`src/rtl/core/lkvc_pkg.sv`:
```
// lkvc_pkg: shared constants, field widths, controller state and command types
// for the lru key/value cache; no dependencies
package lkvc_pkg;

    localparam int DEFAULT_ENTRIES = 16;
    localparam int KEY_W           = 32;
    localparam int VAL_W           = 32;
    localparam int CAP_W           = 5;
    localparam int CAP_RESET       = 16;

    // request operation codes
    localparam logic MODE_GET = 1'b0;
    localparam logic MODE_PUT = 1'b1;

    typedef enum logic [1:0] {
        ST_IDLE,
        ST_SEARCH,
        ST_COMMIT,
        ST_FINISH
    } ctrl_state_t;

    // controller to datapath commands
    typedef struct packed {
        logic capture;
        logic search;
        logic commit;
        logic finish;
    } dp_cmd_t;

endpackage

```
`src/rtl/core/lkvc_if.sv`:
```
// lkvc_if: valid/ready channel interfaces for requests and responses
// depends on lkvc_pkg
interface lkvc_req_if
    import lkvc_pkg::*;
();
    logic                    valid;
    logic                    ready;
    logic                    mode;
    logic signed [KEY_W-1:0] key;
    logic signed [VAL_W-1:0] value;

    modport source (output valid, mode, key, value, input ready);
    modport sink   (input valid, mode, key, value, output ready);
endinterface

interface lkvc_rsp_if
    import lkvc_pkg::*;
();
    logic                    valid;
    logic                    ready;
    logic                    found;
    logic signed [VAL_W-1:0] read_value;
    logic                    evicted;
    logic signed [KEY_W-1:0] evicted_key;

    modport source (output valid, found, read_value, evicted, evicted_key, input ready);
    modport sink   (input valid, found, read_value, evicted, evicted_key, output ready);
endinterface

```
`src/rtl/core/lkvc_ram.sv`:
```
// lkvc_ram: generic single write port, single read port ram with registered read
// no dependencies
module lkvc_ram #(
    parameter int WIDTH = 32,
    parameter int DEPTH = 16
) (
    input  logic                     clk,
    input  logic                     we,
    input  logic [$clog2(DEPTH)-1:0] waddr,
    input  logic [WIDTH-1:0]         wdata,
    input  logic                     re,
    input  logic [$clog2(DEPTH)-1:0] raddr,
    output logic [WIDTH-1:0]         rdata
);

    logic [WIDTH-1:0] mem [DEPTH];
    logic [WIDTH-1:0] rdata_reg;

    always_ff @(posedge clk)
    begin
        if (we)
        begin
            mem[waddr] <= wdata;
        end
        if (re)
        begin
            rdata_reg <= mem[raddr];
        end
    end

    assign rdata = rdata_reg;

endmodule

```
`src/rtl/core/lkvc_ctrl.sv`:
```
// lkvc_ctrl: request sequencer and response valid register
// depends on lkvc_pkg
module lkvc_ctrl
    import lkvc_pkg::*;
(
    input  logic    clk,
    input  logic    rst_n,
    input  logic    in_valid,
    output logic    in_ready,
    output logic    out_valid,
    input  logic    out_ready,
    output dp_cmd_t cmd
);

    ctrl_state_t state_reg;
    ctrl_state_t state_next;
    logic        out_valid_reg;
    logic        out_valid_next;

    always_ff @(posedge clk or negedge rst_n)
    begin
        if (!rst_n)
        begin
            state_reg     <= ST_IDLE;
            out_valid_reg <= 1'b0;
        end
        else
        begin
            state_reg     <= state_next;
            out_valid_reg <= out_valid_next;
        end
    end

    always_comb
    begin
        state_next = state_reg;
        cmd        = '0;
        in_ready   = 1'b0;
        unique case (state_reg)
            ST_IDLE:
            begin
                in_ready = 1'b1;
                if (in_valid)
                begin
                    cmd.capture = 1'b1;
                    state_next  = ST_SEARCH;
                end
            end
            ST_SEARCH:
            begin
                cmd.search = 1'b1;
                state_next = ST_COMMIT;
            end
            ST_COMMIT:
            begin
                cmd.commit = 1'b1;
                state_next = ST_FINISH;
            end
            ST_FINISH:
            begin
                // wait for the response register to be free
                if (!out_valid_reg || out_ready)
                begin
                    cmd.finish = 1'b1;
                    state_next = ST_IDLE;
                end
            end
            default:
            begin
                state_next = ST_IDLE;
            end
        endcase
        out_valid_next = cmd.finish | (out_valid_reg & ~out_ready);
    end

    assign out_valid = out_valid_reg;

`ifndef SYNTHESIS
    a_rsp_from_finish: assert property (@(posedge clk) disable iff (!rst_n)
        $rose(out_valid_reg) |-> $past(state_reg == ST_FINISH))
        else $error("response raised outside finish state");
    a_single_cmd: assert property (@(posedge clk) disable iff (!rst_n)
        $onehot0(cmd))
        else $error("more than one datapath command at once");
`endif

endmodule

```
`src/rtl/core/lkvc_dp.sv`:
```
// lkvc_dp: entry keys, valid bits and age ranks, parallel search, recency update,
// value ram and response payload registers; depends on lkvc_pkg and lkvc_ram
module lkvc_dp
    import lkvc_pkg::*;
#(
    parameter int ENTRIES = DEFAULT_ENTRIES
) (
    input  logic             clk,
    input  logic             rst_n,
    input  dp_cmd_t          cmd,
    input  logic             cfg_we,
    input  logic [CAP_W-1:0] cfg_wdata,
    input  logic             req_mode,
    input  logic [KEY_W-1:0] req_key,
    input  logic [VAL_W-1:0] req_value,
    output logic             found,
    output logic [VAL_W-1:0] read_value,
    output logic             evicted,
    output logic [KEY_W-1:0] evicted_key
);

    localparam int IW       = $clog2(ENTRIES);
    localparam int OW       = $clog2(ENTRIES + 1);
    localparam int CMP_W    = (OW > CAP_W) ? OW : CAP_W;
    localparam int CAP_INIT = (CAP_RESET > ENTRIES) ? ENTRIES : CAP_RESET;

    // entry state
    logic [ENTRIES-1:0] valid_reg,  valid_next;
    logic [IW-1:0]      age_reg     [ENTRIES];
    logic [IW-1:0]      age_next    [ENTRIES];
    logic [KEY_W-1:0]   key_reg     [ENTRIES];
    logic [KEY_W-1:0]   key_next    [ENTRIES];
    logic [OW-1:0]      occ_reg,    occ_next;
    logic [CAP_W-1:0]   cap_reg,    cap_next;

    // captured request
    logic               req_mode_reg;
    logic [KEY_W-1:0]   req_key_reg;
    logic [VAL_W-1:0]   req_value_reg;

    // search results
    logic               hit_reg,       hit_next;
    logic [IW-1:0]      hit_idx_reg,   hit_idx_next;
    logic [IW-1:0]      hit_age_reg;
    logic               vic_found_reg, vic_found_next;
    logic [IW-1:0]      vic_idx_reg,   vic_idx_next;
    logic               free_found_reg, free_found_next;
    logic [IW-1:0]      free_idx_reg,  free_idx_next;

    // result staging and response payload
    logic               res_found_reg,   res_found_next;
    logic               res_get_hit_reg, res_get_hit_next;
    logic               res_ev_reg,      res_ev_next;
    logic [KEY_W-1:0]   res_evk_reg,     res_evk_next;
    logic               found_reg;
    logic [VAL_W-1:0]   read_value_reg;
    logic               evicted_reg;
    logic [KEY_W-1:0]   evicted_key_reg;

    // value store
    logic               ram_we, ram_re;
    logic [IW-1:0]      ram_waddr;
    logic [VAL_W-1:0]   ram_rdata;

    logic [OW-1:0]      occ_m1;
    logic               at_cap, evict, ins_ok;
    logic [IW-1:0]      slot;
    logic [ENTRIES-1:0] young;

    // parallel key compare and priority encoders
    always_comb
    begin
        hit_next        = 1'b0;
        hit_idx_next    = '0;
        vic_found_next  = 1'b0;
        vic_idx_next    = '0;
        free_found_next = 1'b0;
        free_idx_next   = '0;
        occ_m1          = occ_reg - OW'(1);
        for (int i = ENTRIES - 1; i >= 0; i--)
        begin
            if (valid_reg[i] && key_reg[i] == req_key_reg)
            begin
                hit_next     = 1'b1;
                hit_idx_next = IW'(i);
            end
            if (valid_reg[i] && OW'(age_reg[i]) == occ_m1)
            begin
                vic_found_next = 1'b1;
                vic_idx_next   = IW'(i);
            end
            if (!valid_reg[i])
            begin
                free_found_next = 1'b1;
                free_idx_next   = IW'(i);
            end
        end
    end

    assign at_cap = (CMP_W'(occ_reg) >= CMP_W'(cap_reg)) && (occ_reg != '0);
    assign evict  = at_cap && vic_found_reg;
    assign ins_ok = evict || free_found_reg;
    assign slot   = evict ? vic_idx_reg : free_idx_reg;

    always_comb
    begin
        valid_next = valid_reg;
        age_next   = age_reg;
        key_next   = key_reg;
        occ_next   = occ_reg;
        cap_next   = cap_reg;
        ram_we     = 1'b0;
        ram_re     = 1'b0;
        ram_waddr  = hit_idx_reg;

        res_found_next   = hit_reg;
        res_get_hit_next = hit_reg && (req_mode_reg == MODE_GET);
        res_ev_next      = !hit_reg && (req_mode_reg == MODE_PUT) && evict;
        res_evk_next     = res_ev_next ? key_reg[vic_idx_reg] : '0;

        if (cfg_we)
        begin
            // capacity write clamps and empties the store
            if (cfg_wdata == '0)
            begin
                cap_next = CAP_W'(1);
            end
            else if (int'(cfg_wdata) > ENTRIES)
            begin
                cap_next = CAP_W'(ENTRIES);
            end
            else
            begin
                cap_next = cfg_wdata;
            end
            valid_next = '0;
            occ_next   = '0;
            for (int i = 0; i < ENTRIES; i++)
            begin
                age_next[i] = '0;
            end
        end
        else if (cmd.commit)
        begin
            if (hit_reg)
            begin
                // move hit entry to front, younger entries age by one
                for (int i = 0; i < ENTRIES; i++)
                begin
                    if (valid_reg[i] && age_reg[i] < hit_age_reg)
                    begin
                        age_next[i] = age_reg[i] + IW'(1);
                    end
                end
                age_next[hit_idx_reg] = '0;
                if (req_mode_reg == MODE_PUT)
                begin
                    ram_we = 1'b1;
                end
                else
                begin
                    ram_re = 1'b1;
                end
            end
            else if (req_mode_reg == MODE_PUT && ins_ok)
            begin
                // insert at front, reusing the victim slot when full
                for (int i = 0; i < ENTRIES; i++)
                begin
                    if (valid_reg[i] && IW'(i) != slot)
                    begin
                        age_next[i] = age_reg[i] + IW'(1);
                    end
                end
                valid_next[slot] = 1'b1;
                key_next[slot]   = req_key_reg;
                age_next[slot]   = '0;
                ram_we           = 1'b1;
                ram_waddr        = slot;
                if (!evict)
                begin
                    occ_next = occ_reg + OW'(1);
                end
            end
        end
    end

    always_ff @(posedge clk or negedge rst_n)
    begin
        if (!rst_n)
        begin
            valid_reg <= '0;
            occ_reg   <= '0;
            cap_reg   <= CAP_W'(CAP_INIT);
            for (int i = 0; i < ENTRIES; i++)
            begin
                age_reg[i] <= '0;
            end
        end
        else
        begin
            valid_reg <= valid_next;
            occ_reg   <= occ_next;
            cap_reg   <= cap_next;
            age_reg   <= age_next;
        end
    end

    always_ff @(posedge clk)
    begin
        key_reg <= key_next;
        if (cmd.capture)
        begin
            req_mode_reg  <= req_mode;
            req_key_reg   <= req_key;
            req_value_reg <= req_value;
        end
        if (cmd.search)
        begin
            hit_reg        <= hit_next;
            hit_idx_reg    <= hit_idx_next;
            hit_age_reg    <= age_reg[hit_idx_next];
            vic_found_reg  <= vic_found_next;
            vic_idx_reg    <= vic_idx_next;
            free_found_reg <= free_found_next;
            free_idx_reg   <= free_idx_next;
        end
        if (cmd.commit)
        begin
            res_found_reg   <= res_found_next;
            res_get_hit_reg <= res_get_hit_next;
            res_ev_reg      <= res_ev_next;
            res_evk_reg     <= res_evk_next;
        end
        if (cmd.finish)
        begin
            found_reg       <= res_found_reg;
            read_value_reg  <= res_get_hit_reg ? ram_rdata : '1;
            evicted_reg     <= res_ev_reg;
            evicted_key_reg <= res_evk_reg;
        end
    end

    lkvc_ram #(
        .WIDTH (VAL_W),
        .DEPTH (ENTRIES)
    ) u_value_ram (
        .clk   (clk),
        .we    (ram_we),
        .waddr (ram_waddr),
        .wdata (req_value_reg),
        .re    (ram_re),
        .raddr (hit_idx_reg),
        .rdata (ram_rdata)
    );

    assign found       = found_reg;
    assign read_value  = read_value_reg;
    assign evicted     = evicted_reg;
    assign evicted_key = evicted_key_reg;

    always_comb
    begin
        for (int i = 0; i < ENTRIES; i++)
        begin
            young[i] = valid_reg[i] && (age_reg[i] == '0);
        end
    end

`ifndef SYNTHESIS
    a_occ_matches_valid: assert property (@(posedge clk) disable iff (!rst_n)
        $countones(valid_reg) == int'(occ_reg))
        else $error("occupancy disagrees with valid bits");
    a_occ_within_cap: assert property (@(posedge clk) disable iff (!rst_n)
        CMP_W'(occ_reg) <= CMP_W'(cap_reg))
        else $error("occupancy above capacity");
    a_one_most_recent: assert property (@(posedge clk) disable iff (!rst_n)
        $onehot0(young))
        else $error("several entries hold the most recent rank");
`endif

endmodule

```
`src/rtl/core/lru_key_value_cache.sv`:
```
// lru_key_value_cache: top level of the fully associative lru key/value cache
// depends on lkvc_pkg, lkvc_if, lkvc_ctrl, lkvc_dp (and lkvc_ram below it)
// sequencing: after the capture edge a request steps through search, commit and
//   finish, where response valid is registered; one item at a time through the sequencer
// flow: a new request is taken only back in idle, once the last response is loaded
// reset: asynchronous active low; store empty, capacity 16 (clamped to ENTRIES)
module lru_key_value_cache
    import lkvc_pkg::*;
#(
    parameter int ENTRIES = DEFAULT_ENTRIES
) (
    input  logic             clk,
    input  logic             rst_n,
    lkvc_req_if.sink         req,
    lkvc_rsp_if.source       rsp,
    input  logic             cfg_we,
    input  logic [CAP_W-1:0] cfg_wdata
);

    // command bundle from the sequencer into the datapath
    dp_cmd_t cmd;

    logic             found;
    logic [VAL_W-1:0] read_value;
    logic             evicted;
    logic [KEY_W-1:0] evicted_key;

    // sequencer: takes a request transfer in idle, steps the datapath through
    // search and commit, then loads the response register when it is free
    lkvc_ctrl u_ctrl (
        .clk       (clk),
        .rst_n     (rst_n),
        .in_valid  (req.valid),
        .in_ready  (req.ready),
        .out_valid (rsp.valid),
        .out_ready (rsp.ready),
        .cmd       (cmd)
    );

    // datapath: keys and ranks in flops for the parallel compare, values in ram;
    // a capacity write empties the store
    lkvc_dp #(
        .ENTRIES (ENTRIES)
    ) u_dp (
        .clk         (clk),
        .rst_n       (rst_n),
        .cmd         (cmd),
        .cfg_we      (cfg_we),
        .cfg_wdata   (cfg_wdata),
        .req_mode    (req.mode),
        .req_key     (req.key),
        .req_value   (req.value),
        .found       (found),
        .read_value  (read_value),
        .evicted     (evicted),
        .evicted_key (evicted_key)
    );

    // response payload straight from the datapath output registers
    assign rsp.found       = found;
    assign rsp.read_value  = read_value;
    assign rsp.evicted     = evicted;
    assign rsp.evicted_key = evicted_key;

endmodule
```
`src/flat_wrapper.sv`:
```
// flat-port wrapper written by rule: the top's interface ports become plain ports
module lru_key_value_cache_flat import lkvc_pkg::*;
#(
    parameter int ENTRIES = DEFAULT_ENTRIES
)
  (clk, rst_n, cfg_we, cfg_wdata, req_valid, req_mode, req_key, req_value, req_ready, rsp_valid, rsp_found, rsp_read_value, rsp_evicted, rsp_evicted_key, rsp_ready);
  lkvc_req_if req_i ();
  lkvc_rsp_if rsp_i ();
  input  logic clk;
  input  logic rst_n;
  input  logic cfg_we;
  input  logic [CAP_W-1:0] cfg_wdata;
  input wire logic [$bits(req_i.valid)-1:0] req_valid;
  input wire logic [$bits(req_i.mode)-1:0] req_mode;
  input wire logic [$bits(req_i.key)-1:0] req_key;
  input wire logic [$bits(req_i.value)-1:0] req_value;
  output wire logic [$bits(req_i.ready)-1:0] req_ready;
  output wire logic [$bits(rsp_i.valid)-1:0] rsp_valid;
  output wire logic [$bits(rsp_i.found)-1:0] rsp_found;
  output wire logic [$bits(rsp_i.read_value)-1:0] rsp_read_value;
  output wire logic [$bits(rsp_i.evicted)-1:0] rsp_evicted;
  output wire logic [$bits(rsp_i.evicted_key)-1:0] rsp_evicted_key;
  input wire logic [$bits(rsp_i.ready)-1:0] rsp_ready;
  assign req_i.valid = req_valid;
  assign req_i.mode = req_mode;
  assign req_i.key = req_key;
  assign req_i.value = req_value;
  assign req_ready = req_i.ready;
  assign rsp_valid = rsp_i.valid;
  assign rsp_found = rsp_i.found;
  assign rsp_read_value = rsp_i.read_value;
  assign rsp_evicted = rsp_i.evicted;
  assign rsp_evicted_key = rsp_i.evicted_key;
  assign rsp_i.ready = rsp_ready;
  lru_key_value_cache #(.ENTRIES(ENTRIES)) u_core (.clk(clk), .rst_n(rst_n), .req(req_i), .rsp(rsp_i), .cfg_we(cfg_we), .cfg_wdata(cfg_wdata));
endmodule
```
`config.mk`:
```
export PLATFORM = sky130hd
export DESIGN_NAME = lru_key_value_cache_flat
export DESIGN_NICKNAME = d
export VERILOG_FILES = /design/src/rtl/core/lkvc_pkg.sv /design/src/rtl/core/lkvc_if.sv /design/src/rtl/core/lkvc_ram.sv /design/src/rtl/core/lkvc_ctrl.sv /design/src/rtl/core/lkvc_dp.sv /design/src/rtl/core/lru_key_value_cache.sv /design/src/flat_wrapper.sv
export SDC_FILE = /design/constraint.sdc
export NUM_CORES = 2
export LEC_CHECK = 0
export BUFFER_PORTS_ARGS = -buffer_cell sky130_fd_sc_hd__buf_2
export CELL_PAD_IN_SITES_DETAIL_PLACEMENT = 0
export CELL_PAD_IN_SITES_GLOBAL_PLACEMENT = 1
export CORE_MARGIN = 3
export CORE_UTILIZATION = 54
export DETAILED_ROUTE_END_ITERATION = 8
export GPL_TIMING_DRIVEN = 0
export PLACE_DENSITY = 0.86
export REMOVE_ABC_BUFFERS = 1
export SETUP_SLACK_MARGIN = 0.02
export SYNTH_ARGS = -nofsm -noshare
export SYNTH_HDL_FRONTEND = slang
export SYNTH_SLANG_ARGS = --single-unit
```
`constraint.sdc`:
```
create_clock -name clk -period 6.6 [get_ports clk]
set_input_delay 0.33 -clock clk [delete_from_list [all_inputs] [get_ports clk]]
set_output_delay 0.33 -clock clk [all_outputs]
set_load 0.01 [all_outputs]
```
# Word-level counts from Yosys, hierarchy flattened
# Memories as Yosys holds them, arrays and structs flattened. A register that Yosys moved wholly into a read port is not among the register bits.
# Cells that the tools add are included.
# Widths: inputs -> output; s select.
[word_totals] reg_bits=790 memories=1 elab_cells=522 inputBits=75 mem_bits_rw=512
[mem_list] memory="u_core.u_dp.u_value_ram.mem" depth=16 width=32 read_ports=1 rd_ports_with_merged_regs=1 wr=1 line_no="lkvc_ram.sv:16" text="logic [WIDTH-1:0] mem [DEPTH];"
[classes] magnitude_cmp=26 n_mux=249 n_eq_ne=54 n_reduce_logical=98 add_sub_neg=18 bitwise=15
[op_table] operator="$mux 4" n=185
[op_table] operator="$bwmux 512" n=1
[op_table] operator="$eq 32x32->1" n=16
[op_table] operator="$mux 64" n=4
[op_table] operator="$and 64x64->64" n=2
[op_table] operator="$bmux 32 s4" n=1
[op_table] operator="$demux 32 s4" n=1
[op_table] operator="$not 64->64" n=2
[op_table] operator="$mux 32" n=3
[op_table] operator="$eq 4x5->1" n=16
[op_table] operator="$logic_and 1x1->1" n=73
[op_table] operator="$add 4x1->4 const B" n=16
[op_table] operator="$lt 4x4->1" n=16
[op_table] operator="$mux 16" n=4
[op_table] operator="$mux 5" n=7
[op_table] operator="$demux 4 s4" n=2
[op_table] operator="$ne 4x4->1 const A" n=8
[op_table] operator="$reduce_or 15->1" n=2
[op_table] operator="$mux 1" n=24
[op_table] operator="$mux 3" n=8
[op_table] operator="$ge 5x5->1 const B" n=4
[op_table] operator="$not 4->5" n=4
[op_table] operator="$bmux 4 s4" n=1
[op_table] operator="$ne 3x4->1 const A" n=4
[op_table] operator="35 further kinds" n=56

# Longest topological paths before layout
[logic_depth] word_depth=22 depth_mapped=18 ltp_nobuf=13

# By module
# A second synthesis with hierarchy kept.
[unflattened] cells_unflattened=3935 area_unflattened_um2=61674.2
[by_module_without_submodules] mod="lkvc_dp" cells_per_inst=3079 instances=1 area_per_inst_um2=41313.4
[by_module_without_submodules] mod="lkvc_ram" cells_per_inst=838 instances=1 area_per_inst_um2=20155.6
[by_module_without_submodules] mod="lkvc_ctrl" cells_per_inst=18 instances=1 area_per_inst_um2=205.2

# Least setup slack after synthesis
# No wires, ideal clock.
[synth_path] kind="reg-to-reg" startpoint="register u_core.u_dp.occ_reg[0]" endpoint="memory u_core.u_dp.u_value_ram.mem[5][0], enable pin" stages_incl_launch_ff=16 t_arrival_ns=5.642 setup_slack_ns=0.497 path_cell_list="dfrtp_1 clkbuf_1 buf_1 inv_1 ha_1 nand2b_1 a21o_1 a21o_1 a21o_1 a21oi_1 nor2_1 buf_2 mux2i_1 clkbuf_1 mux2_2 nor3_1"
[synth_between] elab_chain_cells=11 elab_cells_between_ends=17
[synth_lines] element="from (decl)" line_no="lkvc_dp.sv:33" text="logic [OW-1:0] occ_reg, occ_next;"
[synth_lines] element="from (signal assigned)" line_no="lkvc_dp.sv:203" text="occ_reg <= occ_next;"
[synth_lines] element="$ge 5x5->1 or $reduce_bool 5->1 (tied branches)" line_no="lkvc_dp.sv:100" text="assign at_cap = (CMP_W'(occ_reg) >= CMP_W'(cap_reg)) && (occ_reg != '0);"
[synth_lines] element="$logic_and 1x1->1 (*)" line_no="lkvc_dp.sv:100"
[synth_lines] element="$logic_and 1x1->1 (*)" line_no="lkvc_dp.sv:101" text="assign evict = at_cap && vic_found_reg;"
[synth_lines] element="$logic_or 1x1->1" line_no="lkvc_dp.sv:102" text="assign ins_ok = evict || free_found_reg;"
[synth_lines] element="$logic_and 1x1->1" line_no="lkvc_dp.sv:165" text="else if (req_mode_reg == MODE_PUT && ins_ok)"
[synth_lines] element="$mux 1" line_no="lkvc_dp.sv:165"
[synth_lines] element="$mux 1" line_no="lkvc_dp.sv:145" text="if (hit_reg)"
[synth_lines] element="$mux 1" line_no="lkvc_dp.sv:143" text="else if (cmd.commit)"
[synth_lines] element="$mux 1" line_no="lkvc_dp.sv:121" text="if (cfg_we)"
[synth_lines] element="$mux 1" line_no="lkvc_ram.sv:21" text="if (we)"
[synth_lines] element="$mux 1 (implied by the code)" line_no="lkvc_ram.sv:23" text="mem[waddr] <= wdata;"
[synth_lines] element="to (decl)" line_no="lkvc_ram.sv:16"
# Every way passes the cells marked *; elsewhere a longest branch is shown, timed or not.

# Worst setup path in the final report
[layout_path] startpoint="register u_core.u_dp.occ_reg[0]" endpoint="memory u_core.u_dp.u_value_ram.mem[9][9], enable pin"
# The elaborated chain is that of the path after synthesis.

==> impl_metrics.env <==
export IMPL_grt_use_total_pct=32.3
export IMPL_drv_slew=0
export IMPL_timing_rr_end="u_core.u_dp.u_value_ram.mem[9][9]"
export IMPL_critPathMaxStageDelay_ns=1.15
export IMPL_cp_max_fo=21
export IMPL_dp_final_hpwl_um=133000
export IMPL_setup_viol=0
export IMPL_port_buffers=142
export IMPL_cpLargestDelayFamily="simple AND/OR/NAND/NOR gates"
export IMPL_cap_violations=0
export IMPL_drive_gt1_share_pct=21.6
export IMPL_syn_inst=3890
export IMPL_crit_top_cell="buf_6"
export IMPL_leakage_nw=24.2
export IMPL_cp_arrival_ns=6.65
export IMPL_path_depth=17
export IMPL_cts_sinks=1334
export IMPL_clkSlewWorstSetupHoldPaths_ns=0.06
export IMPL_setup_worst_path_start_class="flip-flop"
export IMPL_r2r_slack_ns=0.41
export IMPL_required_ns=7.05
export IMPL_die_h_um=345
export IMPL_vias=38900
export IMPL_endpoint_kind="flip-flop"
export IMPL_synth_cell_types=81
export IMPL_fp_dieArea_um2=119000
export IMPL_firstDrtPassIters=6
export IMPL_worst_pin_slew_ns=1.42
export IMPL_rows=123
export IMPL_antenna_found_initial=20
export IMPL_fmax_ghz=0.161
export IMPL_cts_buffers=140
export IMPL_start_util_pct=54.8
export IMPL_die_x_um=345
export IMPL_ant_nets=0
export IMPL_gr_total_overflow=0
export IMPL_grt_pass1_vias=38800
export IMPL_hold_buffers=74
export IMPL_slew_headroom_pct=5.36
export IMPL_async_flop_share_pct=6.97
export IMPL_avgViaCountPerCell=6.71
export IMPL_finalCritPeriodShare_pct=93.8
export IMPL_place_ws_ns=0.188
export IMPL_worstSetupPathType="reg2reg"
export IMPL_grt_pass1_wl_um=279000
export IMPL_wl_per_cell_um=33.3
export IMPL_rsz0062_at_grt="false"
export IMPL_ys_flop_type="edfxtp_1"
export IMPL_synth_most_common_cell="edfxtp_1"
export IMPL_crit_start="u_core.u_dp.occ_reg[0]"
export IMPL_synthTopCellsByCount="edfxtp_1 (1241), xor2_1 (366), mux4_2 (320)"
export IMPL_max_vdd_ir_drop_mv=0.255
export IMPL_wirelength_um=193000
export IMPL_hold_depth=3
export IMPL_clk_latency_ns=0.76
export IMPL_crit_path_top_delay_cell="dfrtp_1"
export IMPL_finalSetupTns_ns=0
export IMPL_ioPinCount=143
export IMPL_ys_ff_latch=1334
export IMPL_root_buffer="clkbuf_16"
export IMPL_synthToLayoutAreaGrowth_pct=17.2
export IMPL_synth_top_area_share_pct=60.0
export IMPL_powerDensity_nw_per_um2=339
export IMPL_grt_max_degree=59
export IMPL_cts_buffer_depth=3
export IMPL_crit_buf_inv=7
export IMPL_final_nets=4342
export IMPL_post_cts_buffers=0
export IMPL_layout_min_cycle_time_ns=6.19
export IMPL_postCtsResizedCells=0
export IMPL_finalClockSkew_ns=0.0372
export IMPL_ys_seq_area_share_pct=63.8
export IMPL_synthTopCellsByArea="edfxtp_1 (60%), mux4_2 (12%), xor2_1 (5.2%), dfrtp_1 (3.7%), xnor2_1 (3.3%)"
export IMPL_drt_initial_drc_count=5478
export IMPL_setup_ws_ns=0.407
export IMPL_worstSetupEndpoint="u_core.u_dp.u_value_ram.mem[9][9]"
export IMPL_hold_violations=0
export IMPL_finalWeightedCongestion=0.962
export IMPL_r2r_cells=17
export IMPL_netlist_area_um2=62100
export IMPL_yosys_area_top_type="edfxtp_1"
export IMPL_ys_warnings_count=0
export IMPL_synth_edf_count=1241
export IMPL_syn_avg_cell_area_um2=16.0
export IMPL_status="finished clean"
export IMPL_cts_tree="yes"
export IMPL_r2r_start="u_core.u_dp.occ_reg[0]"
export IMPL_min_path_type="in2reg"
export IMPL_core_um2=113000
export IMPL_worstPathCellList="inv_1 > ha_1 > nand2b_1 > a21o_1 > a21o_1 > a21o_1 > a21oi_1 > o21bai_1 > nand4_1 > buf_8 > mux2_2 > nor3_2 > buf_6 > buf_6 > buf_6 > buf_4 > buf_6"
export IMPL_route_detailed_drc=0
export IMPL_h_tree_depth=4
-- where the power goes --
| group | internal, mW | total, mW | leakage [nW] | switching, mW |
|---|---|---|---|---|
| clock | 4.43 | 7.80 | 2.16 | 3.37 |
| combinational | 2.68 | 6.07 | 9.59 | 3.39 |
| sequential | 10.1 | 10.8 | 12.5 | 0.718 |
-- worst min path at each step --
stage                                           start                          end  slack, ns
after floorplan                                 rst_n      u_core.u_ctrl.out_valid       0.03
after global placement      u_core.u_dp.res_found_reg            u_core.u_dp.found       0.40
after detailed placement  u_core.u_dp.res_evk_reg[23]  u_core.u_dp.evicted_key[23]       0.40
after CTS                                      cfg_we       u_core.u_dp.cap_reg[4]       0.11
after global routing                           cfg_we       u_core.u_dp.occ_reg[4]       0.15
final                                          cfg_we       u_core.u_dp.cap_reg[4]       0.14
-- cell usage in the layout, fill, tap and decap left out, types with 17 or more instances in the layout --
cell type and count:
a21oi_1 65, a21o_1 18, o21a_1 17, nand2b_1 70, nor2b_1 51, nor2_1 97
or2_2 20, buf_6 29, ha_1 74, mux4_2 320, inv_1 62, clkbuf_16 143
buf_2 141, a31oi_1 38, mux2_2 18, buf_16 94, nor3_1 60, xor2_1 365
dlygate4sd3_1 74, o22ai_1 17, clkinv_1 24, nand3_1 62, nor4_1 154, nand4b_1 19
mux2i_1 20, xnor2_1 236, clkinv_2 18, dfrtp_1 92, clkbuf_1 26, nand4_1 106
a22o_1 19, edfxtp_1 1241, nand2_1 116, buf_12 24, nor2_4 24, o21ai_0 85
-- worst reg2reg max path: cells and delay by family, from the launching register on --
kind | cells | cell delay (ns)
simple gates | 3 | 1.53
buf+inv | 7 | 1.44
flops | 1 | 1.15
compound gates | 5 | 0.97
mux | 1 | 0.46
fa+ha+maj | 1 | 0.34
-- kinds of logic after synthesis --
kind of cell / share of synthesized area [%]
AOI/OAI and AO/OA: 4.06
xor gates and xnor gates: 8.56
and+or+nand+nor: 7.66
DFF: 63.8
muxes: 12.4
adders and majority gates: 1.51
buffers and inverters: 2.10
-- metrics by stage --
| step | power, mW | util, % | std cells | instance area (um2) | hold WS [ns] |
|---|---|---|---|---|---|
| final | 24.6 | 64.2 | 5802 | 72800 | 0.142 |
| after global routing | 25.3 | 64.2 | 5798 | 72700 | 0.153 |
| after CTS | 24.6 | 64.1 | 5792 | 72600 | 0.108 |
| after detailed placement | 16.8 | 59.5 | 5472 | 67400 | 0.405 |
| after global placement | 16.3 | 56.2 | 5312 | 63600 | 0.401 |
| after floorplan | 14.1 | - | 3670 | 61000 | 0.0344 |
-- layer usage --
layer	vias up	wire length, um	GRT usage (%)
li1	16000	-	-
met1	19800	70900	43.5
met2	2629	91200	50.7
met3	511	21300	7.47
met4	18	9800	14.2
met5	-	133	0
-- final cells by class --
| type | count | area, um2 |
|---|---|---|
| fillers | 7761 | 40500 |
| flip-flops and latches | 1334 | 39600 |
| multi-input cells | 2274 | 21500 |
| repair buffers | 380 | 5100 |
| clock buffers | 173 | 3730 |
| well taps | 1500 | 1880 |
| clock inverters | 73 | 729 |
| inverters | 62 | 233 |
| diodes | 6 | 15.0 |
No activity file was read; power rests on OpenSTA's default activity.
